[src/rtl/rmc_fifo.sv]
module rmc_fifo #(
  parameter int WIDTH = 8,
  parameter int DEPTH = 4
) (
  input  logic             clk,
  input  logic             rst,
  input  logic             push,
  input  logic [WIDTH-1:0] wr_data,
  output logic             full,
  input  logic             pop,
  output logic [WIDTH-1:0] rd_data,
  output logic             empty
);

  localparam int AW = (DEPTH > 1) ? $clog2(DEPTH) : 1;
  localparam int CW = $clog2(DEPTH + 1);

  logic [WIDTH-1:0] mem [DEPTH];
  logic [AW-1:0]    rd_ptr, wr_ptr;
  logic [CW-1:0]    count;
  logic             do_push, do_pop;

  assign full    = (count == CW'(DEPTH));
  assign empty   = (count == '0);
  assign do_push = push && !full;
  assign do_pop  = pop && !empty;
  assign rd_data = mem[rd_ptr];

  always_ff @(posedge clk) begin
    if (rst) begin
      rd_ptr <= '0;
      wr_ptr <= '0;
      count  <= '0;
    end else begin
      if (do_push) begin
        wr_ptr <= (wr_ptr == AW'(DEPTH - 1)) ? '0 : wr_ptr + AW'(1);
      end
      if (do_pop) begin
        rd_ptr <= (rd_ptr == AW'(DEPTH - 1)) ? '0 : rd_ptr + AW'(1);
      end
      if (do_push && !do_pop) count <= count + CW'(1);
      else if (do_pop && !do_push) count <= count - CW'(1);
    end
  end

  always_ff @(posedge clk) begin
    if (do_push) mem[wr_ptr] <= wr_data;
  end

endmodule

[config.mk]
export PLATFORM = sky130hd
export DESIGN_NAME = rmc_fifo
export DESIGN_NICKNAME = d
export VERILOG_FILES = /design/src/rtl/rmc_fifo.sv
export SDC_FILE = /design/constraint.sdc
export NUM_CORES = 1
export LEC_CHECK = 0
export BUFFER_PORTS_ARGS = -buffer_cell sky130_fd_sc_hd__buf_2
export CAP_MARGIN = 20
export CORE_MARGIN = 1
export CORE_UTILIZATION = 25
export CTS_CLUSTER_SIZE = 25
export DETAILED_ROUTE_END_ITERATION = 10
export GPL_TIMING_DRIVEN = 0
export SYNTH_ARGS = -nofsm -noshare
export SYNTH_HDL_FRONTEND = slang
export SYNTH_SLANG_ARGS = --single-unit
[constraint.sdc]
create_clock -name clk -period 4.6 [get_ports clk]
set_input_delay 0.92 -clock clk [delete_from_list [all_inputs] [get_ports clk]]
set_output_delay 0.92 -clock clk [all_outputs]
set_load 0.01 [all_outputs]
After elaboration in Yosys (flattened, before gate mapping)
Memory sizes are Yosys's and may differ from the RTL's. A register that Yosys moved wholly into a read port is not among the register bits.
Cells that the tools add are included.
Storage, ports and cells
  register bits: 7
  memory bits (writable): 32
  input bits: 12
  output and inout bits: 10
  logic and storage cells: 29
  memories kept: 1
Memories
  mem: depth 4, bits a word 8, rd ports 1, clocked after memory_dff 1, wr ports 1, line 18  | logic [WIDTH-1:0] mem [DEPTH];
Operators by class
  add/sub/neg operators: 4
  equal/unequal tests: 3
  mux-type cells: 8
  reduce and logical (&&, ||, !) cells: 10
Operators by type and width (number)
  2-bit 2-to-1 mux: 4
  3-bit 2-to-1 mux: 2
  2-bit by 1-bit adder with 2-bit output, second input constant: 2
  2-bit == test, second input constant: 2
  1-bit logical AND: 4
  1-bit zero test: 4
  3-bit by 1-bit adder with 3-bit output, second input constant: 1
  3-bit == test, second input constant: 1
  3-bit zero test: 1
  3-bit by 1-bit subtractor with 3-bit output, second input constant: 1
  1-bit 2-to-1 mux: 2
  2-bit nonzero test: 1

Longest topological paths before layout
  depth in word-level cells: 7
  gate-level depth with buffers: 10
  gate-level depth less buffers: 9

Worst setup path before layout
OpenSTA, ideal clock, no wires.
  kind: in2reg
  start point: in push
  end point: reg count[2]
  library setup time: 0.070 ns
  arrival: 2.353 ns
  data required time: 4.530 ns
  setup slack: 2.177 ns
  stages: 8
  buffers on the path: 0
  cells stage by stage: inv_1 nor2_2 ha_1 inv_1 fa_1 xor2_1 or3_2 a21oi_1
On the way
  cells in the longest elaborated chain, start to end: 4
  elaborated cells on any way between the ends: 6
  classes of those cells: mux (1); reduce/logical (5)
RTL lines
  start, declared: line 7  | input logic push,
  1-bit logical AND (*): line 25  | assign do_push = push && !full;
  named net do_push: line 21  | logic do_push, do_pop;
  1-bit zero test: line 42  | else if (do_pop && !do_push) count <= count - CW'(1);
  1-bit logical AND: line 42
  2-bit nonzero test (no source line)
  end signal, assigned: line 41  | if (do_push && !do_pop) count <= count + CW'(1);
  end signal, assigned: line 42
  end, declared: line 20  | logic [CW-1:0] count;
Mark *: on every way through the listed nets, which the timed path passes. The rest lies on a longest branch.
A chain may end at the register's enable or synchronous reset.

==> impl_metrics.yaml <==
status:
  outcome: "finished clean"
critical_path:
  crit_arrival_ps: 1590
  worstPathMaxFanout: 8
  criticalPathCategory: "reg -> out"
  startpoint_type: "flip-flop"
  crit_required_ps: 3680
  r2r_cells: 10
  timing.rr.end: "count[2]$_SDFFE_PP0P_"
  rrSetupSlack_ps: 2250
  timing.rr.start: "count[0]$_SDFFE_PP0P_"
  cp-end-kind: "output pin"
timing:
  fin_setup_tns_ps: 0
  holdWs_ps: 509
  fmax_mhz: 399
  grt_setup_unrepaired: "no"
  period_minus_slack_ps: 2510
  setup_violations: 0
  relSlewSlack_pct: 64.8
  hold_viol: 0
  fin_worst_skew_ps: 7.76
  finalCritPeriodShare_pct: 54.5
  tightest_slew_ps: 528
  finalMaxSlewViolations: 0
clock_tree:
  numCtsBuffers: 5
  cts.repair.resized: 0
  cts_tree: "yes"
  hold_buffers: 0
  clock_path_buffers: 2
  post-cts-setup-buffers: 0
  clock_latency_ps: 290
  h-tree-depth: 2
  clkSlewWorstSetupHoldPaths_ps: 70
  cts-root-buf: "clkbuf_8"
  cts.sinks: 41
power_and_ir_drop:
  peakVddDrop_v: 0.000198
  power.density_mw_per_mm2: 501
  p_leak_uw: 0.000693
place:
  gp_congestion: 0.704
  port_buffers: 20
  place.detailed.hpwl_um: 1980
synth:
  synth_edf_count: 32
  netlist.area_leader.share_pct: 58.4
  synthCells: 92
  syn_area_mm2: 0.00165
  synth-async-reset-ratio_pct: 0
  synth-seq-cells: 41
  ys_top_cells_by_area: "edfxtp_1 (58%), dfxtp_1 (11%), mux4_2 (11%), ha_1 (4.6%), and3_2 (1.8%)"
  synth_seq_area_share_pct: 69.4
  synth_area_leader_cell: "edfxtp_1"
  syn_avg_cell_area_um2: 17.9
  netlist-cell-type-count: 26
  synth_warnings: 0
  syn-num-nets: 111
  synth_top_flop_cell: "edfxtp_1"
die:
  core_mm2: 0.00635
  die_w_um: 83.1
  num_rows: 29
  start_util_pct: 25.9
  die-area_mm2: 0.00691
  pin_count: 22
  fp.dieH_um: 83.1
detailed_routing:
  drt_iter0_markers: 49
  drc: 0
  drt-total-wl_um: 2860
  wl_per_cell_um: 14.6
  num_vias: 865
  ant_nets: 0
  via_per_inst: 4.41
  drtPass1Iterations: 2
layout:
  layout.nets: 138
  drive_gt1_share_pct: 37.8
  post-route-util_pct: 30.3
  area_growth_pct: 16.8
  antennaDiodeCount: 0
global_route:
  grt_remaining_overflow: 0
  grt_pass1_vias: 963
  track_usage_pct: 9.02
  grt_pass1_wl_um: 4740
  grt_max_degree: 13
  grt_antenna_before_repair: 0
min_path:
  hold_start: "rd_ptr[0]$_SDFFE_PP0P_"
  worstHoldPathCells: 2
  hold_class: "reg -> reg"
  holdPathEnd: "rd_ptr[0]$_SDFFE_PP0P_"
flow_run:
  drv_cap: 0
==> how the worst max path moves through the flow <==
stage                                  endpoint  slack (ps)       from  depth (start not counted)
after floorplan           count[2]$_SDFFE_PP0P_        2180       push                          8
after global placement    count[2]$_SDFFE_PP0P_        1950       push                          9
after detailed placement  count[2]$_SDFFE_PP0P_        1910       push                          9
after CTS                            rd_data[4]        2070  flip-flop                          3
after global routing                 rd_data[4]        2010  flip-flop                          3
final                                rd_data[4]        2090  flip-flop                          3
==> area by class of cell <==
| cell class | count | area [um^2] |
|---|---|---|
| Fill cell | 622 | 4430 |
| Sequential cell | 41 | 1140 |
| Multi-Input combinational cell | 42 | 457 |
| Timing Repair Buffer | 20 | 100 |
| Tap cell | 77 | 96.3 |
| Clock buffer | 5 | 68.8 |
| Buffer | 4 | 23.8 |
| Inverter | 5 | 23.8 |
| Clock inverter | 2 | 11.3 |
==> logic make-up (layout without fill, tap and decap cells) <==
kind of cell / Yosys count / count (layout) / synth area share [%]
mux: 10 / 10 / 12.2
xor+xnor: 2 / 2 / 1.06
simple gates: 16 / 16 / 5.70
flops: 41 / 41 / 69.4
buf+inv: 9 / 36 / 2.89
fa+ha+maj: 7 / 7 / 5.78
compound gates: 7 / 7 / 3.04
==> cell usage after synthesis (2+ instances only) <==
master and n:
ha_1 6, edfxtp_1 32, and3_2 4, nor3_1 2, nor2_1 3, mux4_2 8, nand3_1 2, xor2_1 2
dfxtp_1 9, o31ai_2 2, inv_1 4, a21oi_1 3, mux2i_1 2
==> through the flow <==
step	std cells	worst slack [ps]	area, um^2	power, uW
floorplan	92	2180	1650	668
global placement	189	1950	1840	735
detailed placement	189	1910	1840	753
CTS	196	2070	1920	976
global route	196	2010	1920	1020
finish	196	2090	1920	962
==> worst max-delay path, stage by stage, from the launching register on <==
cell and delay, ps:
dfxtp_1 300, buf_2 280, mux4_2 560, buf_2 160
==> flip-flops by register name, indices dropped and copies added, names as in the netlist, named ones only <==
signal and count:
wr_ptr 2, rd_ptr 2, mem 32, count 3
==> report_power, final <==
group | leakage (uW) | switching [uW] | total (uW) | internal [uW]
registers | 0.000367 | 27.2 | 479 | 452
clock network | 0.0000377 | 120 | 222 | 102
logic | 0.000288 | 134 | 261 | 127
total | 0.000693 | 282 | 962 | 680
==> metal layers <==
metal / part of all wire, % / GRT usage, % / up-vias / wire [um]
li1: - / - / 406 / -
met1: 44 / 11.1 / 429 / 1270
met2: 50 / 14.7 / 23 / 1430
met3: 4.7 / 3.38 / 7 / 134
met4: 1.3 / 2.82 / 0 / 36
met5: 0 / 0 / - / 0
==> layout by cell type (no fill, tap or decap), drive strengths merged <==
cell type  instances
mux4               8
clkbuf             6
clkinv             2
mux2i              2
inv                4
nand3              2
xor2               2
dfxtp              9
o31ai              2
nor2               4
or3b               1
edfxtp            32
a21oi              3
buf               23
clkinvlp           1
and3               4
ha                 6
fa                 1
o21ai              2
or3                2
nor3               2
nand2              1
Power figures use the tool's default switching activity.
