[src/rtl/rmc_pkg.sv]
package rmc_pkg;

  localparam int FRAC_DIGITS = 5;
  localparam int JOB_Q_DEPTH = 4;
  localparam int REC_Q_DEPTH = 2;

  localparam logic [7:0] CH_DOLLAR = 8'h24;
  localparam logic [7:0] CH_STAR   = 8'h2A;
  localparam logic [7:0] CH_COMMA  = 8'h2C;
  localparam logic [7:0] CH_DOT    = 8'h2E;
  localparam logic [7:0] CH_CR     = 8'h0D;
  localparam logic [7:0] CH_LF     = 8'h0A;
  localparam logic [7:0] CH_N      = 8'h4E;
  localparam logic [7:0] CH_W      = 8'h57;
  localparam logic [7:0] CH_SPACE  = 8'h20;

  localparam logic [3:0] FLD_TIME   = 4'd1;
  localparam logic [3:0] FLD_STATUS = 4'd2;
  localparam logic [3:0] FLD_LAT    = 4'd3;
  localparam logic [3:0] FLD_NS     = 4'd4;
  localparam logic [3:0] FLD_LON    = 4'd5;
  localparam logic [3:0] FLD_EW     = 4'd6;
  localparam logic [3:0] FLD_SPEED  = 4'd7;
  localparam logic [3:0] FLD_DATE   = 4'd9;
  localparam logic [3:0] FLD_FULL   = 4'd12;
  localparam logic [3:0] FLD_LAST   = 4'd15;

  localparam logic [16:0] INT_CLAMP  = 17'd99999;
  localparam logic [16:0] SPD_I_SAT  = 17'd10000;
  localparam logic [17:0] R_DIV100   = 18'd167773;
  localparam logic [28:0] R_DIV15    = 29'd286331153;
  localparam logic [23:0] R_DIV78125 = 24'd14073748;
  localparam logic [23:0] E7         = 24'd10000000;
  localparam logic [10:0] KNOT_KMH   = 11'd1852;
  localparam logic [22:0] HALF_E7    = 23'd5000000;
  localparam logic [29:0] LAT_MAX    = 30'd900000000;
  localparam logic [30:0] LON_MAX    = 31'd1800000000;
  localparam logic [24:0] SPEED_MAX  = 25'd18519999;

  typedef enum logic [1:0] {JOB_LAT, JOB_LON, JOB_SPD, JOB_EMIT} job_kind_t;

  typedef struct packed {
    job_kind_t        kind;
    logic [16:0]      int_part;
    logic [23:0]      frac_part;
    logic [2:0]       frac_cnt;
    logic             num_bad;
    logic             ck;
    logic             valid;
    logic [7:0]       status;
    logic [1:0]       hemi;
    logic [14:0][3:0] digits;
    logic             time_bad;
    logic [3:0]       time_len;
    logic             date_bad;
    logic [3:0]       date_len;
  } job_t;

  typedef struct packed {
    logic        checksum_ok;
    logic [7:0]  fix_status;
    logic [30:0] latitude_e7;
    logic [31:0] longitude_e7;
    logic [24:0] speed_kmh_milli;
    logic [4:0]  utc_hour;
    logic [5:0]  utc_minute;
    logic [5:0]  utc_second;
    logic [9:0]  utc_millisecond;
    logic [4:0]  date_day;
    logic [3:0]  date_month;
    logic [6:0]  date_year;
  } rec_t;

  function automatic logic [23:0] pow10(input logic [2:0] k);
    logic [23:0] p;
    unique case (k)
      3'd0: p = 24'd1;
      3'd1: p = 24'd10;
      3'd2: p = 24'd100;
      3'd3: p = 24'd1000;
      3'd4: p = 24'd10000;
      3'd5: p = 24'd100000;
      3'd6: p = 24'd1000000;
      default: p = 24'd10000000;
    endcase
    return p;
  endfunction

  // {ok, value}
  function automatic logic [4:0] hex_val(input logic [7:0] c);
    logic [4:0] h;
    if (c >= 8'h30 && c <= 8'h39) h = {1'b1, 4'(c - 8'h30)};
    else if (c >= 8'h41 && c <= 8'h46) h = {1'b1, 4'(c - 8'h37)};
    else if (c >= 8'h61 && c <= 8'h66) h = {1'b1, 4'(c - 8'h57)};
    else h = 5'd0;
    return h;
  endfunction

  function automatic logic [4:0] month_days(input logic [3:0] mo, input logic leap);
    logic [4:0] n;
    unique case (mo)
      4'd2: n = leap ? 5'd29 : 5'd28;
      4'd4, 4'd6, 4'd9, 4'd11: n = 5'd30;
      default: n = 5'd31;
    endcase
    return n;
  endfunction

endpackage

[src/rtl/rmc_back.sv]
module rmc_back (
  input  logic          clk,
  input  logic          rst,
  input  rmc_pkg::job_t jq_data,
  input  logic          jq_empty,
  output logic          jq_pop,
  output rmc_pkg::rec_t rec,
  output logic          rec_push,
  input  logic          rec_full
);

  logic          adv;
  logic          v1, v2, v3, v4, v5;
  rmc_pkg::job_t j1, j2, j3, j4, j5;
  logic [9:0]    s1_hi;
  logic [23:0]   s1_fs, s2_fs;
  logic [6:0]    s2_lo;
  logic [33:0]   s2_hie7, s3_hie7, s4_hie7, s5_hie7;
  logic [27:0]   s2_sb, s3_sb, s4_sb, s5_sb;
  logic [34:0]   s2_t;
  logic [27:0]   s3_z, s4_z;
  logic [24:0]   s4_q, s5_q;

  logic [29:0]   lat_acc;
  logic [30:0]   lon_acc;
  logic [24:0]   spd_acc;

  // stage logic
  logic [34:0] hi_prod;
  logic [47:0] fs_prod;
  logic [16:0] hi100, lo_w;
  logic [29:0] n_geo;
  logic [56:0] pg;
  logic [51:0] ps;
  logic [27:0] dvsr, qd, rem;
  logic [24:0] q_fix;
  logic [34:0] geo_total, geo_lim;
  logic [30:0] geo_val;
  logic [27:0] spd_sum;
  logic [24:0] spd_val;

  assign adv      = !(v5 && j5.kind == rmc_pkg::JOB_EMIT && rec_full);
  assign jq_pop   = adv && !jq_empty;
  assign rec_push = adv && v5 && (j5.kind == rmc_pkg::JOB_EMIT);

  always_comb begin
    hi_prod = 35'(jq_data.int_part) * 35'(rmc_pkg::R_DIV100);
    fs_prod = 48'(jq_data.frac_part) * 48'(rmc_pkg::pow10(3'(3'd7 - jq_data.frac_cnt)));
    hi100   = 17'(s1_hi) * 17'd100;
    lo_w    = j1.int_part - hi100;
    n_geo   = 30'(s2_lo) * 30'(rmc_pkg::E7) + 30'(s2_fs) + 30'd30;
    pg      = 57'(s3_z) * 57'(rmc_pkg::R_DIV15);
    ps      = 52'(s3_z) * 52'(rmc_pkg::R_DIV78125);
    dvsr    = (j4.kind == rmc_pkg::JOB_SPD) ? 28'd78125 : 28'd15;
    qd      = 28'(s4_q) * dvsr;
    rem     = s4_z - qd;
    q_fix   = s4_q + 25'(rem >= dvsr);
  end

  always_ff @(posedge clk) begin
    if (rst) begin
      v1 <= 1'b0;
      v2 <= 1'b0;
      v3 <= 1'b0;
      v4 <= 1'b0;
      v5 <= 1'b0;
    end else if (adv) begin
      v1 <= !jq_empty;
      v2 <= v1;
      v3 <= v2;
      v4 <= v3;
      v5 <= v4;
    end
  end

  always_ff @(posedge clk) begin
    if (adv) begin
      // integer degrees split and fraction scaled to seven digits
      j1    <= jq_data;
      s1_hi <= hi_prod[33:24];
      s1_fs <= fs_prod[23:0];
      j2      <= j1;
      s2_lo   <= lo_w[6:0];
      s2_fs   <= s1_fs;
      s2_hie7 <= 34'(s1_hi) * 34'(rmc_pkg::E7);
      s2_sb   <= 28'(j1.int_part) * 28'(rmc_pkg::KNOT_KMH);
      s2_t    <= 35'(s1_fs) * 35'(rmc_pkg::KNOT_KMH) + 35'(rmc_pkg::HALF_E7);
      // divide by 60 as /4 then /15, speed fraction by 1e7 as /128 then /78125
      j3      <= j2;
      s3_hie7 <= s2_hie7;
      s3_sb   <= s2_sb;
      s3_z    <= (j2.kind == rmc_pkg::JOB_SPD) ? s2_t[34:7] : n_geo[29:2];
      j4      <= j3;
      s4_hie7 <= s3_hie7;
      s4_sb   <= s3_sb;
      s4_z    <= s3_z;
      s4_q    <= (j3.kind == rmc_pkg::JOB_SPD) ? 25'(ps[51:40]) : pg[56:32];
      j5      <= j4;
      s5_hie7 <= s4_hie7;
      s5_sb   <= s4_sb;
      s5_q    <= q_fix;
    end
  end

  always_comb begin
    geo_total = 35'(s5_hie7) + 35'(s5_q);
    geo_lim   = (j5.kind == rmc_pkg::JOB_LAT) ? 35'(rmc_pkg::LAT_MAX) : 35'(rmc_pkg::LON_MAX);
    if (j5.num_bad) geo_val = '0;
    else if (geo_total > geo_lim) geo_val = geo_lim[30:0];
    else geo_val = geo_total[30:0];
    spd_sum = s5_sb + 28'(s5_q);
    if (j5.num_bad) spd_val = '0;
    else if (j5.int_part >= rmc_pkg::SPD_I_SAT || spd_sum > 28'(rmc_pkg::SPEED_MAX))
      spd_val = rmc_pkg::SPEED_MAX;
    else spd_val = spd_sum[24:0];
  end

  always_ff @(posedge clk) begin
    if (rst) begin
      lat_acc <= '0;
      lon_acc <= '0;
      spd_acc <= '0;
    end else if (adv && v5) begin
      unique case (j5.kind)
        rmc_pkg::JOB_LAT: lat_acc <= geo_val[29:0];
        rmc_pkg::JOB_LON: lon_acc <= geo_val;
        rmc_pkg::JOB_SPD: spd_acc <= spd_val;
        default: begin
        end
      endcase
    end
  end

  // record assembly from the end-of-line snapshot
  logic [6:0]  hh, mi, ss, dd, mo, yy;
  logic [9:0]  ms;
  logic        tok, dok, leap;
  logic [4:0]  lim;
  logic [31:0] lat32, lon32;

  always_comb begin
    hh   = 7'(j5.digits[0]) * 7'd10 + 7'(j5.digits[1]);
    mi   = 7'(j5.digits[2]) * 7'd10 + 7'(j5.digits[3]);
    ss   = 7'(j5.digits[4]) * 7'd10 + 7'(j5.digits[5]);
    ms   = 10'(j5.digits[6]) * 10'd100 + 10'(j5.digits[7]) * 10'd10 + 10'(j5.digits[8]);
    dd   = 7'(j5.digits[9]) * 7'd10 + 7'(j5.digits[10]);
    mo   = 7'(j5.digits[11]) * 7'd10 + 7'(j5.digits[12]);
    yy   = 7'(j5.digits[13]) * 7'd10 + 7'(j5.digits[14]);
    tok  = !j5.time_bad && (j5.time_len == 4'd6 ||
           (j5.time_len >= 4'd7 && j5.time_len <= 4'd10)) &&
           hh <= 7'd23 && mi <= 7'd59 && ss <= 7'd59;
    // year 00 reads as 1900, not a leap year
    leap = (yy[1:0] == 2'd0) && (yy != 7'd0);
    lim  = rmc_pkg::month_days(mo[3:0], leap);
    dok  = !j5.date_bad && j5.date_len == 4'd6 && mo >= 7'd1 && mo <= 7'd12 &&
           dd >= 7'd1 && dd <= 7'(lim);
    lat32 = j5.hemi[0] ? 32'd0 - 32'(lat_acc) : 32'(lat_acc);
    lon32 = j5.hemi[1] ? 32'd0 - 32'(lon_acc) : 32'(lon_acc);

    rec.checksum_ok     = j5.ck;
    rec.fix_status      = j5.valid ? j5.status : rmc_pkg::CH_SPACE;
    rec.latitude_e7     = j5.valid ? lat32[30:0] : '0;
    rec.longitude_e7    = j5.valid ? lon32 : '0;
    rec.speed_kmh_milli = j5.valid ? spd_acc : '0;
    rec.utc_hour        = tok ? hh[4:0] : '0;
    rec.utc_minute      = tok ? mi[5:0] : '0;
    rec.utc_second      = tok ? ss[5:0] : '0;
    rec.utc_millisecond = tok ? ms : '0;
    rec.date_day        = dok ? dd[4:0] : 5'd1;
    rec.date_month      = dok ? mo[3:0] : 4'd1;
    rec.date_year       = dok ? yy : 7'd1;
  end

endmodule

[config.mk]
export PLATFORM = sky130hd
export DESIGN_NAME = rmc_back
export DESIGN_NICKNAME = d
export VERILOG_FILES = /design/src/rtl/rmc_pkg.sv /design/src/rtl/rmc_back.sv
export SDC_FILE = /design/constraint.sdc
export NUM_CORES = 2
export LEC_CHECK = 0
export ABC_AREA = 1
export BUFFER_PORTS_ARGS = -buffer_cell sky130_fd_sc_hd__buf_2
export CAP_MARGIN = 25
export CORE_ASPECT_RATIO = 0.9
export CORE_MARGIN = 2
export CORE_UTILIZATION = 46
export CTS_CLUSTER_DIAMETER = 60
export DETAILED_ROUTE_END_ITERATION = 7
export HOLD_SLACK_MARGIN = 0.15
export MAX_ROUTING_LAYER = met4
export SYNTH_ARGS = -nofsm -noshare
export SYNTH_HDL_FRONTEND = slang
export SYNTH_SLANG_ARGS = --single-unit
[constraint.sdc]
create_clock -name clk -period 28 [get_ports clk]
set_clock_uncertainty 0.2 [all_clocks]
set_input_delay 1.4 -clock clk [delete_from_list [all_inputs] [get_ports clk]]
set_output_delay 1.4 -clock clk [all_outputs]
set_load 0.02 [all_outputs]
Yosys cells after proc, flatten, opt, wreduce, memory -nomap -nowiden

Index checks and enable logic that the tools add are counted.

Flip-flop bits (word level): 1019
Bits in latches: 0
Bits in writable memories: 0
Bits in read-only memories: 0
Memories kept: 0

$add $sub $neg: 19
$mul: 18
Div/mod/pow operators: 0
Order comparisons: 13
Eq/ne operators: 19
Shift operators: 0
Muxes and demuxes: 24
Bitwise operators: 0
Reduce and logical (&&, ||, !) cells: 30

Operators with widths:

| cell                                                  | number |
|---|---|
| one-hot mux 24 bit (7 select lines)                   | 1 |
| 2-to-1 mux 31 bit                                     | 5 |
| 2-to-1 mux 25 bit                                     | 3 |
| 2-to-1 mux 32 bit                                     | 2 |
| multiplier 28 x 29 -> 57 bit (second input constant)  | 1 |
| multiplier 28 x 22 -> 50 bit (second input constant)  | 1 |
| adder 7 x 4 -> 7 bit                                  | 6 |
| multiplier 4 x 3 -> 6 bit (second input constant)     | 6 |
| adder 34 x 25 -> 35 bit                               | 1 |
| adder 35 x 23 -> 35 bit (second input constant)       | 1 |
| > comparator 35 x 31 -> 1 bit                         | 1 |
| multiplier 17 x 18 -> 34 bit (second input constant)  | 1 |
| multiplier 24 x 9 -> 33 bit (second input constant)   | 1 |
| subtractor 1 x 31 -> 32 bit (first input constant)    | 1 |
| subtractor 1 x 30 -> 31 bit (first input constant)    | 1 |
| adder 30 x 24 -> 30 bit                               | 1 |
| adder 30 x 5 -> 30 bit (second input constant)        | 1 |
| adder 28 x 25 -> 28 bit                               | 1 |
| >= comparator 28 x 17 -> 1 bit                        | 1 |
| > comparator 28 x 25 -> 1 bit (second input constant) | 1 |
| multiplier 25 x 17 -> 28 bit                          | 1 |
| 2-to-1 mux 28 bit                                     | 1 |
| subtractor 28 bit                                     | 1 |
| multiplier 10 x 17 -> 27 bit (second input constant)  | 1 |
| 45 further kinds                                      | 82 |

Logic depth before layout (Yosys ltp)

Depth after elaboration: 9
Mapped depth: 43
Mapped depth without buffers: 42

Worst setup path before layout

No wires, ideal clock.

Kind: input-to-output
Start point: input rec_full
End point: output jq_pop
Arrival time: 24.117 ns
Data required time: 26.400 ns
Path slack: 2.283 ns
Stages: 3
Cells stage by stage: nand2_1 > inv_1 > nor2_1

Cells in the longest elaborated chain, start to end: 3

RTL lines:

| what               | RTL line       | RTL |
|---|---|---|
| start: declaration | rmc_back.sv:9  | `input logic rec_full` |
| logical AND 1 bit  | rmc_back.sv:42 | `assign adv = !(v5 && j5.kind == rmc_pkg::JOB_EMIT && rec_full);` |
| logical NOT 1 bit  | rmc_back.sv:42 |  |
| logical AND 1 bit  | rmc_back.sv:43 | `assign jq_pop = adv && !jq_empty;` |
| end: declaration   | rmc_back.sv:6  | `output logic jq_pop,` |

No other way between the ends.

Worst setup path after layout

Start point: register j4[127] (netlist name)
End point: register s5_q[24] (data pin)

Cells in the longest elaborated chain, start to end: 6

RTL lines:

| what                             | RTL line        | RTL |
|---|---|---|
| start: declaration               | rmc_back.sv:14  | `rmc_pkg::job_t j1, j2, j3, j4, j5;` |
| start signal: assignment         | rmc_back.sv:93  | `j4 <= j3;` |
| == test 2 bit *                  | rmc_back.sv:54  | `dvsr = (j4.kind == rmc_pkg::JOB_SPD) ? 28'd78125 : 28'd15;` |
| 2-to-1 mux 17 bit *              | rmc_back.sv:54  |  |
| multiplier 25 x 17 -> 28 bit     | rmc_back.sv:55  | `qd = 28'(s4_q) * dvsr;` |
| subtractor 28 bit                | rmc_back.sv:56  | `rem = s4_z - qd;` |
| >= comparator 28 x 17 -> 1 bit * | rmc_back.sv:57  | `q_fix = s4_q + 25'(rem >= dvsr);` |
| adder 25 x 1 -> 25 bit *         | rmc_back.sv:57  |  |
| net q_fix[24]                    | rmc_back.sv:36  | `logic [24:0] q_fix;` |
| end signal: assignment           | rmc_back.sv:101 | `s5_q <= q_fix;` |
| end: declaration                 | rmc_back.sv:22  | `logic [24:0] s4_q, s5_q;` |

The timed path passes the listed nets; every way through them passes the cells marked *.
A chain may end at the register's enable or synchronous reset.

==> out/metrics.csv <==
metric;value;unit
clock_latency;0.74;ns
grt-ovfl-total;0;
drt-met1-wl;109000;µm
whs;0.169;ns
final.min_clock_period;8.85;ns
avgSynthCellArea;9.97;µm²
antenna_left;0;
grt_setup_unrepaired;no;
post-cts-setup-buffer-count;0;
crit_top_cell;inv_1;
cts_tree;done;
area_growth;8.77;%
fin_tns_setup;0;ns
root_buffer;clkbuf_16;
worstReg2RegStart;j4[127];
port-buffer-count;274;
dieArea;204000;µm²
first_global_vias;64500;
setup_viol;0;
cts_inserted_buffers;105;
drtIter0Drc;3923;
clockBufferDepth;3;
gp_congestion;0.964;
critical_path_class;register to register;
cts_htree_levels;3;
synth_top_area_cell;edfxtp_1;
slew-limit-headroom;0.263;
synth-edff-count;903;
fmax;113;MHz
die_x;476;µm
grt_pass1_wl;362000;µm
drc;0;
crit_fanout;33;
cts_resized;0;
yosys-top-cells-area;edfxtp_1, fa_1, ha_1;
yosysMostFrequentCell;inv_1;
end_kind;register;
start_kind;register;
finalMaxSlewViolations;0;
hold_depth;0;
synthArstFlopShare;0;
num_vias;62600;
routed.top_layer;met4;
clkSinkCount;994;
cp_slowest_cell;fa_1;
yosysWarnings;0;
clkTransAtPathRegs;0.06;ns
whs_endpoint;j5[122];
die_height;429;µm
synth_area;92200;µm²
synthCells;9254;
r2r_setup_slack;19.15;ns
hp-start;j4[122];
status;complete, no violations;
grt_start_max_net_pins;86;
period_share;0.316;
layout.nets;11900;
synth.top_cell.area_share;0.294;
wl_met2;105000;µm
ys_seq_area_frac;0.314;
critPathRequiredTime;28.27;ns
ys.flop_type;edfxtp_1;
core.rowCount;155;
max_stage_delay;0.54;ns
cp.arrival;9.12;ns
initial_utilization;0.464;
drv_cap;0;
drt_wl_total;228000;µm
drive_above_1_share;0.0605;
grt_use_total;0.233;
num_io_pins;275;
synthTopCellsByCount;inv_1, nand2_1, ha_1;
drt_pass1_iterations;6;
via_per_inst;5.08;
tightestPinTransition;1.11;ns
dpl.hpwl;192000;µm
ys_ff_latch;994;
rr_worst_depth;42;
syn_nets;11600;
synth_cell_types;70;
coreArea;199000;µm²
routedWlPerCell;18.5;µm
antenna_found_initial;14;
hold_viol;0;
met3_length;10600;µm
postCtsHoldBufs;0;
timing.rr.end;s5_q[24];
hold_class;register to register;
-- placed cells by master (no fill, tap or decap), drive strengths merged, types with 2 or more instances in the layout --
master,synthesis,final
inv,2026,2038
nand2,1242,1242
ha,1161,1161
fa,1067,1067
edfxtp,903,903
nor2,678,678
a21oi,563,563
o21ai,368,368
buf,29,310
nand3,279,279
xor2,201,201
clkbuf,79,125
xnor2,118,118
dfxtp,91,91
nor3,86,86
nand4,74,74
clkinv,5,47
a31oi,40,40
nor4,34,34
o21a,27,27
o21bai,22,22
o211ai,21,21
or2,21,21
nand3b,19,19
a21o,17,17
diode,0,12
and3,12,12
o31ai,10,10
o221ai,9,9
a21boi,8,8
a211oi,7,7
clkinvlp,0,7
bufinv,0,6
a221oi,5,5
a22o,5,5
nor3b,5,5
and2,5,5
o311ai,3,3
o2111ai,2,2
a31o,2,2
-- worst max-delay path by stage --
stage	from	slack (ns)	depth (start not counted)	end
after detailed placement	j4[127]	19.17	42	s5_q[24]
after CTS	j4[127]	19.13	42	s5_q[24]
after global placement	j4[127]	19.17	42	s5_q[24]
after floorplan	rec_full	2.28	3	jq_pop
after global routing	j4[127]	18.43	42	s5_q[24]
final	j4[127]	19.15	42	s5_q[24]
-- per-layer routing --
metal  vias to the layer above  track usage
met5                         -            -
met4                         0       0.0400
met3                       199       0.0304
met2                      1330        0.365
met1                     30600        0.330
li1                      30500            -
-- worst max-delay path, delay by kind of cell (launching register included) --
kind          cells  cell delay, ns
buf+inv          10            1.29
flops             1            0.40
simple gates     22            3.17
fa+ha+maj         8            3.18
xor+xnor          2            0.30
-- flip-flops by register name, indices dropped and copies added, names as in the netlist, 28 cells and up --
register and cells:
j1 102, j2 100, j3 99, j4 99
j5 98, lon_acc 31, lat_acc 30, s2_t 28
s3_z 28, s4_z 28
-- cell families (layout without fill, tap and decap cells) --
| family | after synthesis | count (layout) | share of synthesized area |
|---|---|---|---|
| other cells | 0 | 12 | 0 |
| simple gates | 2455 | 2455 | 0.113 |
| fa+ha+maj | 2228 | 2228 | 0.389 |
| compound gates | 1118 | 1118 | 0.0661 |
| mux | 1 | 1 | 0.000122 |
| buf+inv | 2139 | 2533 | 0.0879 |
| flops | 994 | 994 | 0.314 |
| xor+xnor | 319 | 319 | 0.0305 |
-- metrics by stage --
stage	std cells	util	instance area (µm²)	setup slack, ns
final	12300	0.505	100000	19.15
after global routing	12300	0.505	100000	18.43
after CTS	12300	0.504	100000	19.13
after detailed placement	12100	0.487	96800	19.17
after global placement	12100	0.487	96700	19.17
after floorplan	9254	-	92200	2.28
-- area by class of cell --
class	instances	area [µm²]
fill	18400	98500
multi-input combinational	6121	55200
sequential	994	28900
inverter	2031	7620
tap	2669	3340
clock buffer	125	2760
timing repair buffer	310	1730
clock inverter	67	703
antenna	12	30.0
Power is left out: the tool's default activity adds up to more than one toggle a clock period on the data nets, which glitch-free logic cannot reach.
