### config.mk
export PLATFORM = sky130hd
export DESIGN_NAME = rmc_front
export DESIGN_NICKNAME = d
export VERILOG_FILES = /design/src/rtl/rmc_pkg.sv /design/src/rtl/rmc_front.sv
export SDC_FILE = /design/constraint.sdc
export NUM_CORES = 1
export LEC_CHECK = 0
export ABC_AREA = 1
export BUFFER_PORTS_ARGS = -buffer_cell sky130_fd_sc_hd__buf_2
export CORE_ASPECT_RATIO = 0.7
export CORE_MARGIN = 1.5
export CORE_UTILIZATION = 40
export CTS_BUF_LIST = sky130_fd_sc_hd__clkbuf_4
export DETAILED_ROUTE_END_ITERATION = 12
export HOLD_SLACK_MARGIN = 0.03
export PLACE_DENSITY = 0.65
export SYNTH_ARGS = -nofsm -noshare
export SYNTH_HDL_FRONTEND = slang
export SYNTH_SLANG_ARGS = --single-unit
export TNS_END_PERCENT = 20
### constraint.sdc
create_clock -name clk -period 11.84 [get_ports clk]
set_input_delay 2.368 -clock clk [delete_from_list [all_inputs] [get_ports clk]]
set_output_delay 2.368 -clock clk [all_outputs]
set_load 0.005 [all_outputs]
### src/rtl/rmc_pkg.sv
package rmc_pkg;

  localparam int FRAC_DIGITS = 5;
  localparam int JOB_Q_DEPTH = 4;
  localparam int REC_Q_DEPTH = 2;

  localparam logic [7:0] CH_DOLLAR = 8'h24;
  localparam logic [7:0] CH_STAR   = 8'h2A;
  localparam logic [7:0] CH_COMMA  = 8'h2C;
  localparam logic [7:0] CH_DOT    = 8'h2E;
  localparam logic [7:0] CH_CR     = 8'h0D;
  localparam logic [7:0] CH_LF     = 8'h0A;
  localparam logic [7:0] CH_N      = 8'h4E;
  localparam logic [7:0] CH_W      = 8'h57;
  localparam logic [7:0] CH_SPACE  = 8'h20;

  localparam logic [3:0] FLD_TIME   = 4'd1;
  localparam logic [3:0] FLD_STATUS = 4'd2;
  localparam logic [3:0] FLD_LAT    = 4'd3;
  localparam logic [3:0] FLD_NS     = 4'd4;
  localparam logic [3:0] FLD_LON    = 4'd5;
  localparam logic [3:0] FLD_EW     = 4'd6;
  localparam logic [3:0] FLD_SPEED  = 4'd7;
  localparam logic [3:0] FLD_DATE   = 4'd9;
  localparam logic [3:0] FLD_FULL   = 4'd12;
  localparam logic [3:0] FLD_LAST   = 4'd15;

  localparam logic [16:0] INT_CLAMP  = 17'd99999;
  localparam logic [16:0] SPD_I_SAT  = 17'd10000;
  localparam logic [17:0] R_DIV100   = 18'd167773;
  localparam logic [28:0] R_DIV15    = 29'd286331153;
  localparam logic [23:0] R_DIV78125 = 24'd14073748;
  localparam logic [23:0] E7         = 24'd10000000;
  localparam logic [10:0] KNOT_KMH   = 11'd1852;
  localparam logic [22:0] HALF_E7    = 23'd5000000;
  localparam logic [29:0] LAT_MAX    = 30'd900000000;
  localparam logic [30:0] LON_MAX    = 31'd1800000000;
  localparam logic [24:0] SPEED_MAX  = 25'd18519999;

  typedef enum logic [1:0] {JOB_LAT, JOB_LON, JOB_SPD, JOB_EMIT} job_kind_t;

  typedef struct packed {
    job_kind_t        kind;
    logic [16:0]      int_part;
    logic [23:0]      frac_part;
    logic [2:0]       frac_cnt;
    logic             num_bad;
    logic             ck;
    logic             valid;
    logic [7:0]       status;
    logic [1:0]       hemi;
    logic [14:0][3:0] digits;
    logic             time_bad;
    logic [3:0]       time_len;
    logic             date_bad;
    logic [3:0]       date_len;
  } job_t;

  typedef struct packed {
    logic        checksum_ok;
    logic [7:0]  fix_status;
    logic [30:0] latitude_e7;
    logic [31:0] longitude_e7;
    logic [24:0] speed_kmh_milli;
    logic [4:0]  utc_hour;
    logic [5:0]  utc_minute;
    logic [5:0]  utc_second;
    logic [9:0]  utc_millisecond;
    logic [4:0]  date_day;
    logic [3:0]  date_month;
    logic [6:0]  date_year;
  } rec_t;

  function automatic logic [23:0] pow10(input logic [2:0] k);
    logic [23:0] p;
    unique case (k)
      3'd0: p = 24'd1;
      3'd1: p = 24'd10;
      3'd2: p = 24'd100;
      3'd3: p = 24'd1000;
      3'd4: p = 24'd10000;
      3'd5: p = 24'd100000;
      3'd6: p = 24'd1000000;
      default: p = 24'd10000000;
    endcase
    return p;
  endfunction

  // {ok, value}
  function automatic logic [4:0] hex_val(input logic [7:0] c);
    logic [4:0] h;
    if (c >= 8'h30 && c <= 8'h39) h = {1'b1, 4'(c - 8'h30)};
    else if (c >= 8'h41 && c <= 8'h46) h = {1'b1, 4'(c - 8'h37)};
    else if (c >= 8'h61 && c <= 8'h66) h = {1'b1, 4'(c - 8'h57)};
    else h = 5'd0;
    return h;
  endfunction

  function automatic logic [4:0] month_days(input logic [3:0] mo, input logic leap);
    logic [4:0] n;
    unique case (mo)
      4'd2: n = leap ? 5'd29 : 5'd28;
      4'd4, 4'd6, 4'd9, 4'd11: n = 5'd30;
      default: n = 5'd31;
    endcase
    return n;
  endfunction

endpackage

### src/rtl/rmc_front.sv
module rmc_front (
  input  logic          clk,
  input  logic          rst,
  input  logic          byte_acc,
  input  logic [7:0]    char_byte,
  output rmc_pkg::job_t job,
  output logic          job_push
);

  logic             in_sentence, star_seen, seen_point, num_bad;
  logic             time_bad, date_bad;
  logic [3:0]       field_index, char_pos, time_len, date_len;
  logic [7:0]       running_xor, rx_ck, status_char;
  logic [1:0]       after_star, hemi;
  logic [16:0]      int_part;
  logic [23:0]      frac_part;
  logic [2:0]       frac_cnt;
  logic [14:0][3:0] digits;

  logic       is_digit, is_eol, conv_field, ck;
  logic [3:0] dval;
  logic [4:0] hx;
  logic [19:0] int_wide;
  logic [16:0] int_next;
  logic [27:0] frac_wide;

  always_comb begin
    is_digit   = (char_byte >= 8'h30) && (char_byte <= 8'h39);
    dval       = char_byte[3:0];
    is_eol     = (char_byte == rmc_pkg::CH_CR) || (char_byte == rmc_pkg::CH_LF);
    hx         = rmc_pkg::hex_val(char_byte);
    conv_field = (field_index == rmc_pkg::FLD_LAT) || (field_index == rmc_pkg::FLD_LON) ||
                 (field_index == rmc_pkg::FLD_SPEED);
    int_wide   = 20'(int_part) * 20'd10 + 20'(dval);
    int_next   = (int_wide > 20'(rmc_pkg::INT_CLAMP)) ? rmc_pkg::INT_CLAMP : int_wide[16:0];
    frac_wide  = 28'(frac_part) * 28'd10 + 28'(dval);
    ck         = star_seen && (after_star == 2'd1 || after_star == 2'd2) &&
                 (rx_ck == running_xor);
  end

  // job snapshot: field end (comma or star) of a number field, or end of line
  always_comb begin
    job           = '0;
    job.int_part  = int_part;
    job.frac_part = frac_part;
    job.frac_cnt  = frac_cnt;
    job.num_bad   = num_bad;
    job.ck        = ck;
    job.valid     = ck && (field_index >= rmc_pkg::FLD_FULL);
    job.status    = status_char;
    job.hemi      = hemi;
    job.digits    = digits;
    job.time_bad  = time_bad;
    job.time_len  = time_len;
    job.date_bad  = date_bad;
    job.date_len  = date_len;
    if (is_eol) job.kind = rmc_pkg::JOB_EMIT;
    else if (field_index == rmc_pkg::FLD_LAT) job.kind = rmc_pkg::JOB_LAT;
    else if (field_index == rmc_pkg::FLD_LON) job.kind = rmc_pkg::JOB_LON;
    else job.kind = rmc_pkg::JOB_SPD;
    job_push = byte_acc && in_sentence && (char_byte != rmc_pkg::CH_DOLLAR) &&
               (is_eol || (!star_seen && conv_field &&
                ((char_byte == rmc_pkg::CH_STAR) || (char_byte == rmc_pkg::CH_COMMA))));
  end

  always_ff @(posedge clk) begin
    if (rst) begin
      in_sentence <= 1'b0;
      field_index <= '0;
      star_seen   <= 1'b0;
      after_star  <= '0;
      rx_ck       <= '0;
      running_xor <= '0;
    end else if (byte_acc) begin
      if (char_byte == rmc_pkg::CH_DOLLAR) begin
        in_sentence <= 1'b1;
        field_index <= '0;
        running_xor <= '0;
        after_star  <= '0;
        rx_ck       <= '0;
        star_seen   <= 1'b0;
        status_char <= rmc_pkg::CH_SPACE;
        hemi        <= '0;
        time_bad    <= 1'b0;
        date_bad    <= 1'b0;
        time_len    <= '0;
        date_len    <= '0;
        digits      <= '0;
        char_pos    <= '0;
        int_part    <= '0;
        frac_part   <= '0;
        frac_cnt    <= '0;
        seen_point  <= 1'b0;
        num_bad     <= 1'b0;
      end else if (in_sentence) begin
        if (is_eol) begin
          in_sentence <= 1'b0;
        end else if (star_seen) begin
          if (!hx[4] || after_star >= 2'd2) begin
            after_star <= 2'd3;
          end else begin
            rx_ck      <= {rx_ck[3:0], hx[3:0]};
            after_star <= after_star + 2'd1;
          end
        end else if (char_byte == rmc_pkg::CH_STAR) begin
          star_seen <= 1'b1;
        end else begin
          running_xor <= running_xor ^ char_byte;
          if (char_byte == rmc_pkg::CH_COMMA) begin
            if (field_index != rmc_pkg::FLD_LAST) field_index <= field_index + 4'd1;
            char_pos   <= '0;
            int_part   <= '0;
            frac_part  <= '0;
            frac_cnt   <= '0;
            seen_point <= 1'b0;
            num_bad    <= 1'b0;
            if (field_index == rmc_pkg::FLD_TIME) status_char <= '0;
          end else begin
            if (char_pos != 4'd15) char_pos <= char_pos + 4'd1;
            unique case (field_index)
              rmc_pkg::FLD_TIME: begin
                if (time_len != 4'd15) time_len <= time_len + 4'd1;
                if (char_pos < 4'd6) begin
                  if (is_digit) digits[char_pos] <= dval;
                  else time_bad <= 1'b1;
                end else if (char_pos == 4'd6) begin
                  if (char_byte != rmc_pkg::CH_DOT) time_bad <= 1'b1;
                end else if (char_pos < 4'd10) begin
                  if (is_digit) digits[char_pos - 4'd1] <= dval;
                  else time_bad <= 1'b1;
                end else begin
                  time_bad <= 1'b1;
                end
              end
              rmc_pkg::FLD_STATUS: begin
                if (char_pos == 4'd0) status_char <= char_byte;
              end
              rmc_pkg::FLD_LAT, rmc_pkg::FLD_LON, rmc_pkg::FLD_SPEED: begin
                if (is_digit) begin
                  if (!seen_point) begin
                    int_part <= int_next;
                  end else if (frac_cnt < 3'(rmc_pkg::FRAC_DIGITS)) begin
                    frac_part <= frac_wide[23:0];
                    frac_cnt  <= frac_cnt + 3'd1;
                  end
                end else if (char_byte == rmc_pkg::CH_DOT && !seen_point) begin
                  seen_point <= 1'b1;
                end else begin
                  num_bad <= 1'b1;
                end
              end
              rmc_pkg::FLD_NS: begin
                hemi[0] <= (char_pos == 4'd0) && (char_byte == rmc_pkg::CH_N);
              end
              rmc_pkg::FLD_EW: begin
                hemi[1] <= (char_pos == 4'd0) && (char_byte == rmc_pkg::CH_W);
              end
              rmc_pkg::FLD_DATE: begin
                if (date_len != 4'd15) date_len <= date_len + 4'd1;
                if (char_pos < 4'd6 && is_digit) digits[4'd9 + char_pos] <= dval;
                else date_bad <= 1'b1;
              end
              default: begin
              end
            endcase
          end
        end
      end
    end
  end

endmodule

After elaboration in Yosys (flattened, before gate mapping). Cells that the tools add are included.

Flip-flop bits (word level): 154. Bits in latches: 0. Bits in writable memories: 0. Memory bits (read-only): 0. Bits of input ports: 11. Output and inout port bits: 130. Logic and storage cells: 331. Memories kept: 0.

Add/subtract/negate cells: 13. Multiply operators: 2. Divide/modulo/power cells: 0. $lt $le $gt $ge: 18. Eq/ne operators: 42. Shift operators: 0. Multiplexer cells: 153. Bitwise logic cells: 2. Reduce and logical (&&, ||, !) cells: 67.

Operators by type and width (number): $mux 60 (11); $mux 24 (9); $bwmux 60 (3); $mux 17 (9); $mux 8 (18); $mux 4 (30); $pmux 60 s2 (1); $reduce_and 9->1 (8); $demux 4 s4 (3); $mux 1 (44); $eq 8x6->1 const B (4); $mux 3 (9); $reduce_bool 3->1 (9); $mux 2 (13); $add 24x4->24 (1); $mul 24x3->23 const B (1); $add 20x4->20 (1); $eq 4x3->1 const B (5); $gt 20x17->1 const B (1); $ne 4x4->1 const B (5); $reduce_bool 2->1 (10); $mul 17x3->19 const B (1); $logic_and 1x1->1 (18); $add 4x1->4 const B (4); 46 further kinds (79).

Depth between registers and ports, before layout.
Depth after elaboration: 16. Depth in mapped cells: 22.

Worst setup path before layout. Ideal clock, no wire load.

Path type: input -> register. Start: input char_byte[0]. End: register digits (netlist bit job[10]), enable pin. Setup time: 0.478 ns. Arrival time: 6.761 ns. Path slack: 4.601 ns. Stages: 14. Path through: clkinv_1 -> clkbuf_1 -> ha_1 -> inv_1 -> nor3_1 -> inv_1 -> o21ai_0 -> nand3_1 -> nand3_2 -> nor3_4 -> nand2_2 -> or2_1 -> buf_2 -> nor2_1.

Cells in the longest elaborated chain, start to end: 5. Elaborated cells on any way between the ends: 22. Those cells by class: order compare: 2; eq/ne: 14; reduce/logical: 6.

Ends and longest elaborated chain: start: declaration (line rmc_front.sv:5) `input logic [7:0] char_byte,`; $ge 8x6->1 / $le 8x6->1 (equally long branches) (line rmc_front.sv:28) `is_digit = (char_byte >= 8'h30) && (char_byte <= 8'h39);`; $logic_and 1x1->1 (line rmc_front.sv:28); $logic_and 1x1->1 (line rmc_front.sv:160) `if (char_pos < 4'd6 && is_digit) digits[4'd9 + char_pos] <= dval;`; $ne 3x3->1 (no line); $reduce_and 13->1 (no line) (*); end signal: indexed assignment (line rmc_front.sv:124) `if (is_digit) digits[char_pos] <= dval;`; end signal: indexed assignment (line rmc_front.sv:129) `if (is_digit) digits[char_pos - 4'd1] <= dval;`; end signal: indexed assignment (line rmc_front.sv:160); end: declaration (line rmc_front.sv:18) `logic [14:0][3:0] digits;`.

Mark *: on every way between the ends. The rest lies on a longest branch, timed or not. A chain may end at the register's enable or synchronous reset.

Worst setup path after layout.
Start: input char_byte[0]. End: output job_push.

Cells in the longest elaborated chain, start to end: 5. Elaborated cells on any way between the ends: 11. Those cells by class: eq/ne: 5; reduce/logical: 6.

Ends and longest elaborated chain: $eq 8x6->1 (line rmc_front.sv:63) `((char_byte == rmc_pkg::CH_STAR) || (char_byte == rmc_pkg::CH_COMMA))));`; $logic_or 1x1->1 (line rmc_front.sv:63); $logic_and 1x1->1 (line rmc_front.sv:62) `(is_eol || (!star_seen && conv_field &&`; $logic_or 1x1->1 (line rmc_front.sv:62); $logic_and 1x1->1 (*) (line rmc_front.sv:61) `job_push = byte_acc && in_sentence && (char_byte != rmc_pkg::CH_DOLLAR) &&`; end: declaration (line rmc_front.sv:7) `output logic job_push`.

Marks and branches as above.

==> impl_metrics.xml <==
<?xml version="1.0" encoding="UTF-8"?>
<metrics>
  <group name="place">
    <metric name="dp_hpwl" unit="microns">29700</metric>
    <metric name="post-place-ws" unit="ns">4.21</metric>
    <metric name="placed_cells_incl_taps" unit="">2344</metric>
    <metric name="gp_congestion" unit="">0.971</metric>
    <metric name="dpl_cell_area" unit="sq mm">0.0140</metric>
    <metric name="buffer_ports.inserted" unit="">140</metric>
  </group>
  <group name="power">
    <metric name="switching_share" unit="">0.256</metric>
    <metric name="leakage" unit="nW">6.37</metric>
    <metric name="power_frac_seq" unit="">0.619</metric>
    <metric name="internal_power" unit="mW">0.698</metric>
    <metric name="vdd_ir_drop_max" unit="V">0.0000665</metric>
    <metric name="power_density" unit="mW/mm^2">65.8</metric>
    <metric name="power.switching" unit="mW">0.240</metric>
    <metric name="fin_total_pwr" unit="mW">0.937</metric>
    <metric name="share_comb_of_total_power" unit="">0.038</metric>
    <metric name="clock_power_share" unit="">0.344</metric>
  </group>
  <group name="global_route">
    <metric name="global_route.overflow_total" unit="">0</metric>
    <metric name="grt_max_degree" unit="">99</metric>
    <metric name="grt_usage" unit="">0.240</metric>
    <metric name="global_route_wire_length_before_repair" unit="microns">64100</metric>
    <metric name="initial_antenna_violation_count" unit="">2</metric>
    <metric name="first_global_vias" unit="">11752</metric>
  </group>
  <group name="worst_setup_path">
    <metric name="worstSetupPathType" unit="">input pin to primary output</metric>
    <metric name="critical_path_required_time" unit="ns">9.47</metric>
    <metric name="worst-path-max-fanout" unit="">52</metric>
    <metric name="crit_path_frequent_cell" unit="">buf_2</metric>
    <metric name="critical_path_arrival" unit="ns">5.36</metric>
    <metric name="timing.critical_path.slowest_cell_delay" unit="ns">0.76</metric>
    <metric name="timing.critical_path.to_type" unit="">primary output</metric>
    <metric name="critPathLaunchType" unit="">input pin</metric>
    <metric name="timing.critical_path.cells" unit="">buf_2 -&gt; clkinv_1 -&gt; ha_1 -&gt; nand2_1 -&gt; inv_2 -&gt; nand2_4 -&gt; nand3_1 -&gt; a21oi_1 -&gt; buf_2</metric>
    <metric name="critical_path.slowest_cell" unit="">clkinv_1</metric>
    <metric name="ff2ff_setup_slack" unit="ns">7.91</metric>
  </group>
  <group name="sta">
    <metric name="hold_ws" unit="ns">0.463</metric>
    <metric name="finalCritPeriodShare" unit="">0.653</metric>
    <metric name="final-max-slew-violation-count" unit="">0</metric>
    <metric name="setup_viol" unit="">0</metric>
    <metric name="relSlewSlack" unit="">0.365</metric>
    <metric name="final_worst_clock_skew" unit="ns">0.0292</metric>
    <metric name="timing_hold_violations_final" unit="">0</metric>
    <metric name="grt_setup_unrepaired" unit="">no</metric>
    <metric name="post-route-worst-setup-slack" unit="ns">4.11</metric>
    <metric name="timing.fmax" unit="MHz">129</metric>
    <metric name="final_period_minus_worst_setup_slack" unit="ns">7.73</metric>
    <metric name="finalSetupTns" unit="ns">0</metric>
    <metric name="worst_pin_slew" unit="ns">0.952</metric>
  </group>
  <group name="cells_and_area">
    <metric name="post-route-cell-area" unit="sq mm">0.0143</metric>
    <metric name="nets" unit="">2049</metric>
    <metric name="area.growth.synth_to_final" unit="%">10.2</metric>
    <metric name="final_core_util" unit="">0.453</metric>
    <metric name="finalNonFillerCells" unit="">2379</metric>
    <metric name="fraction_of_layout_instances_using_a_drive_strength_above_1" unit="">0.115</metric>
  </group>
  <group name="yosys">
    <metric name="synthCells" unit="">1839</metric>
    <metric name="postSynthAreaPerCell" unit="sq um">7.03</metric>
    <metric name="async_set_or_reset_flop_fraction_in_the_synthesized_netlist" unit="">0</metric>
    <metric name="synth.most_common_cell" unit="">nand2_1</metric>
    <metric name="synth_largest_area_cell" unit="">edfxtp_1</metric>
    <metric name="synth.top_cells.by_area" unit="">edfxtp_1 (30%), nand2_1 (11%), o21ai_0 (9.2%)</metric>
    <metric name="post_synth_edffs" unit="">130</metric>
    <metric name="synthTopCellsByCount" unit="">nand2_1 (383), inv_1 (240), o21ai_0 (238)</metric>
    <metric name="synth_fp_nets" unit="">1945</metric>
    <metric name="synth_top_area_frac" unit="">0.302</metric>
    <metric name="dominantRegCellSynth" unit="">edfxtp_1</metric>
    <metric name="syn-cell-area" unit="sq mm">0.0129</metric>
    <metric name="synth_cell_type_count" unit="">49</metric>
    <metric name="ys_warn_count" unit="">0</metric>
    <metric name="synth-seq-cells" unit="">154</metric>
    <metric name="yosysSeqAreaShare" unit="">0.339</metric>
  </group>
  <group name="routing">
    <metric name="drc" unit="">0</metric>
    <metric name="detailedRoute.firstPassIterationCount" unit="">6</metric>
    <metric name="drtIter0Drc" unit="">1244</metric>
    <metric name="vias" unit="">13138</metric>
    <metric name="wl_per_cell" unit="microns">16.9</metric>
    <metric name="drt-total-wl" unit="microns">40200</metric>
    <metric name="postRouteAntennaNets" unit="">0</metric>
    <metric name="avgViaCountPerCell" unit="">5.52</metric>
  </group>
  <group name="cts">
    <metric name="cts_made_buffers" unit="">17</metric>
    <metric name="worst_setup_hold_path_clk_slew" unit="ns">0.14</metric>
    <metric name="cts_num_sinks" unit="">154</metric>
    <metric name="cts.path.max_buffers" unit="">2</metric>
    <metric name="postCtsSetupBuffers" unit="">0</metric>
    <metric name="clock_latency" unit="ns">0.59</metric>
    <metric name="cts_htree_levels" unit="">4</metric>
    <metric name="ctsResizeCount" unit="">0</metric>
    <metric name="post_cts_hold_buffer_count" unit="">0</metric>
    <metric name="clockRootBuffer" unit="">clkbuf_4</metric>
    <metric name="cts_tree" unit="">built</metric>
  </group>
  <group name="hold_path">
    <metric name="timing.hold.worst.class" unit="">flop to flop</metric>
  </group>
  <group name="floorplan">
    <metric name="dieArea" unit="sq mm">0.0334</metric>
    <metric name="core_region_area" unit="sq mm">0.0315</metric>
    <metric name="top_level_ports" unit="">141</metric>
    <metric name="floorplan.initialDensity" unit="">0.411</metric>
    <metric name="die_height" unit="microns">153</metric>
    <metric name="std_cell_rows" unit="">54</metric>
    <metric name="die_width" unit="microns">218</metric>
  </group>
  <group name="run">
    <metric name="max-cap-violations" unit="">0</metric>
  </group>
  <group name="status">
    <metric name="run_status" unit="">finished, final reports clean</metric>
  </group>
</metrics>
==> placed cells by master, fill, tap and decap left out, types with 4 or more instances in the layout <==
| cell type | n |
|---|---|
| nand2_1 | 383 |
| o21ai_0 | 238 |
| nor2_2 | 6 |
| a31oi_1 | 41 |
| edfxtp_1 | 130 |
| nand3b_1 | 4 |
| clkbuf_4 | 19 |
| nand4_1 | 18 |
| inv_2 | 6 |
| o211ai_1 | 18 |
| nand3_1 | 92 |
| nor2_1 | 181 |
| nor3_1 | 25 |
| xnor2_1 | 8 |
| inv_1 | 240 |
| and2_1 | 6 |
| buf_4 | 11 |
| nand3_2 | 4 |
| dfxtp_1 | 24 |
| fa_1 | 4 |
| buf_2 | 140 |
| a21oi_1 | 176 |
| clkinv_1 | 4 |
| nand2_2 | 12 |
| a211oi_1 | 6 |
| xor2_1 | 24 |
| ha_1 | 91 |
==> worst max-delay path, delay by kind of cell <==
kind	cells	cell delay, ns
AO/OA/AOI/OAI	1	0.21
adder cells (fa/ha/maj)	1	0.52
buffers and inverters	4	1.41
AND/OR/NAND/NOR	3	0.79
==> sequential cells by signal, indices dropped and copies added, names as in the netlist, 2 cells and up <==
signal,cells
int_part,17
rx_ck,8
frac_part,24
char_pos,4
job,60
time_len,4
after_star,2
frac_cnt,3
status_char,8
hemi,2
running_xor,8
field_index,4
date_len,4
==> kinds of logic (layout without fill, tap and decap cells) <==
group | Yosys count | count (layout) | share of synthesized area
AO/OA/AOI/OAI | 495 | 495 | 0.204
XOR/XNOR | 32 | 32 | 0.0217
flip-flops | 154 | 154 | 0.339
buffers and inverters | 315 | 432 | 0.0936
other | 0 | 3 | 0
AND/OR/NAND/NOR | 748 | 748 | 0.247
adder cells (fa/ha/maj) | 95 | 95 | 0.0943
==> final cells by class <==
type	instances	area (sq um)
clock buffer	19	143
sequential	154	4380
tap	420	526
antenna	3	7.51
timing repair buffer	151	783
inverter	249	935
multi-input combinational	1370	7360
clock inverter	13	119
fill	3203	17200
==> worst paths after layout <==
check | startpoint | cells past startpoint | to
min | running_xor[7]$_SDFFE_PP0P_ | 1 | running_xor[7]$_SDFFE_PP0P_
max reg2reg | int_part[3]$_SDFFCE_PN0P_ | 20 | int_part[0]$_SDFFCE_PN0P_
max | char_byte[0] | 9 | job_push
min reg2reg | running_xor[7]$_SDFFE_PP0P_ | 1 | running_xor[7]$_SDFFE_PP0P_
==> layer usage <==
| layer | track usage | vias to the layer above | wire length [microns] |
|---|---|---|---|
| met5 | 0 | - | 0 |
| met4 | 0.0650 | 0 | 665 |
| met3 | 0.0326 | 44 | 3140 |
| met2 | 0.345 | 543 | 16800 |
| met1 | 0.371 | 6107 | 19600 |
| li1 | - | 6444 | - |
==> power groups by stage <==
stage	registers (mW)	clock network, mW	logic, mW
after floorplan	0.592	0	0.0218
after global placement	0.592	0	0.0335
after detailed placement	0.592	0	0.0342
after CTS	0.580	0.327	0.0343
after global routing	0.580	0.345	0.0388
final	0.580	0.322	0.0352
No activity file was read; power rests on OpenSTA's default activity.
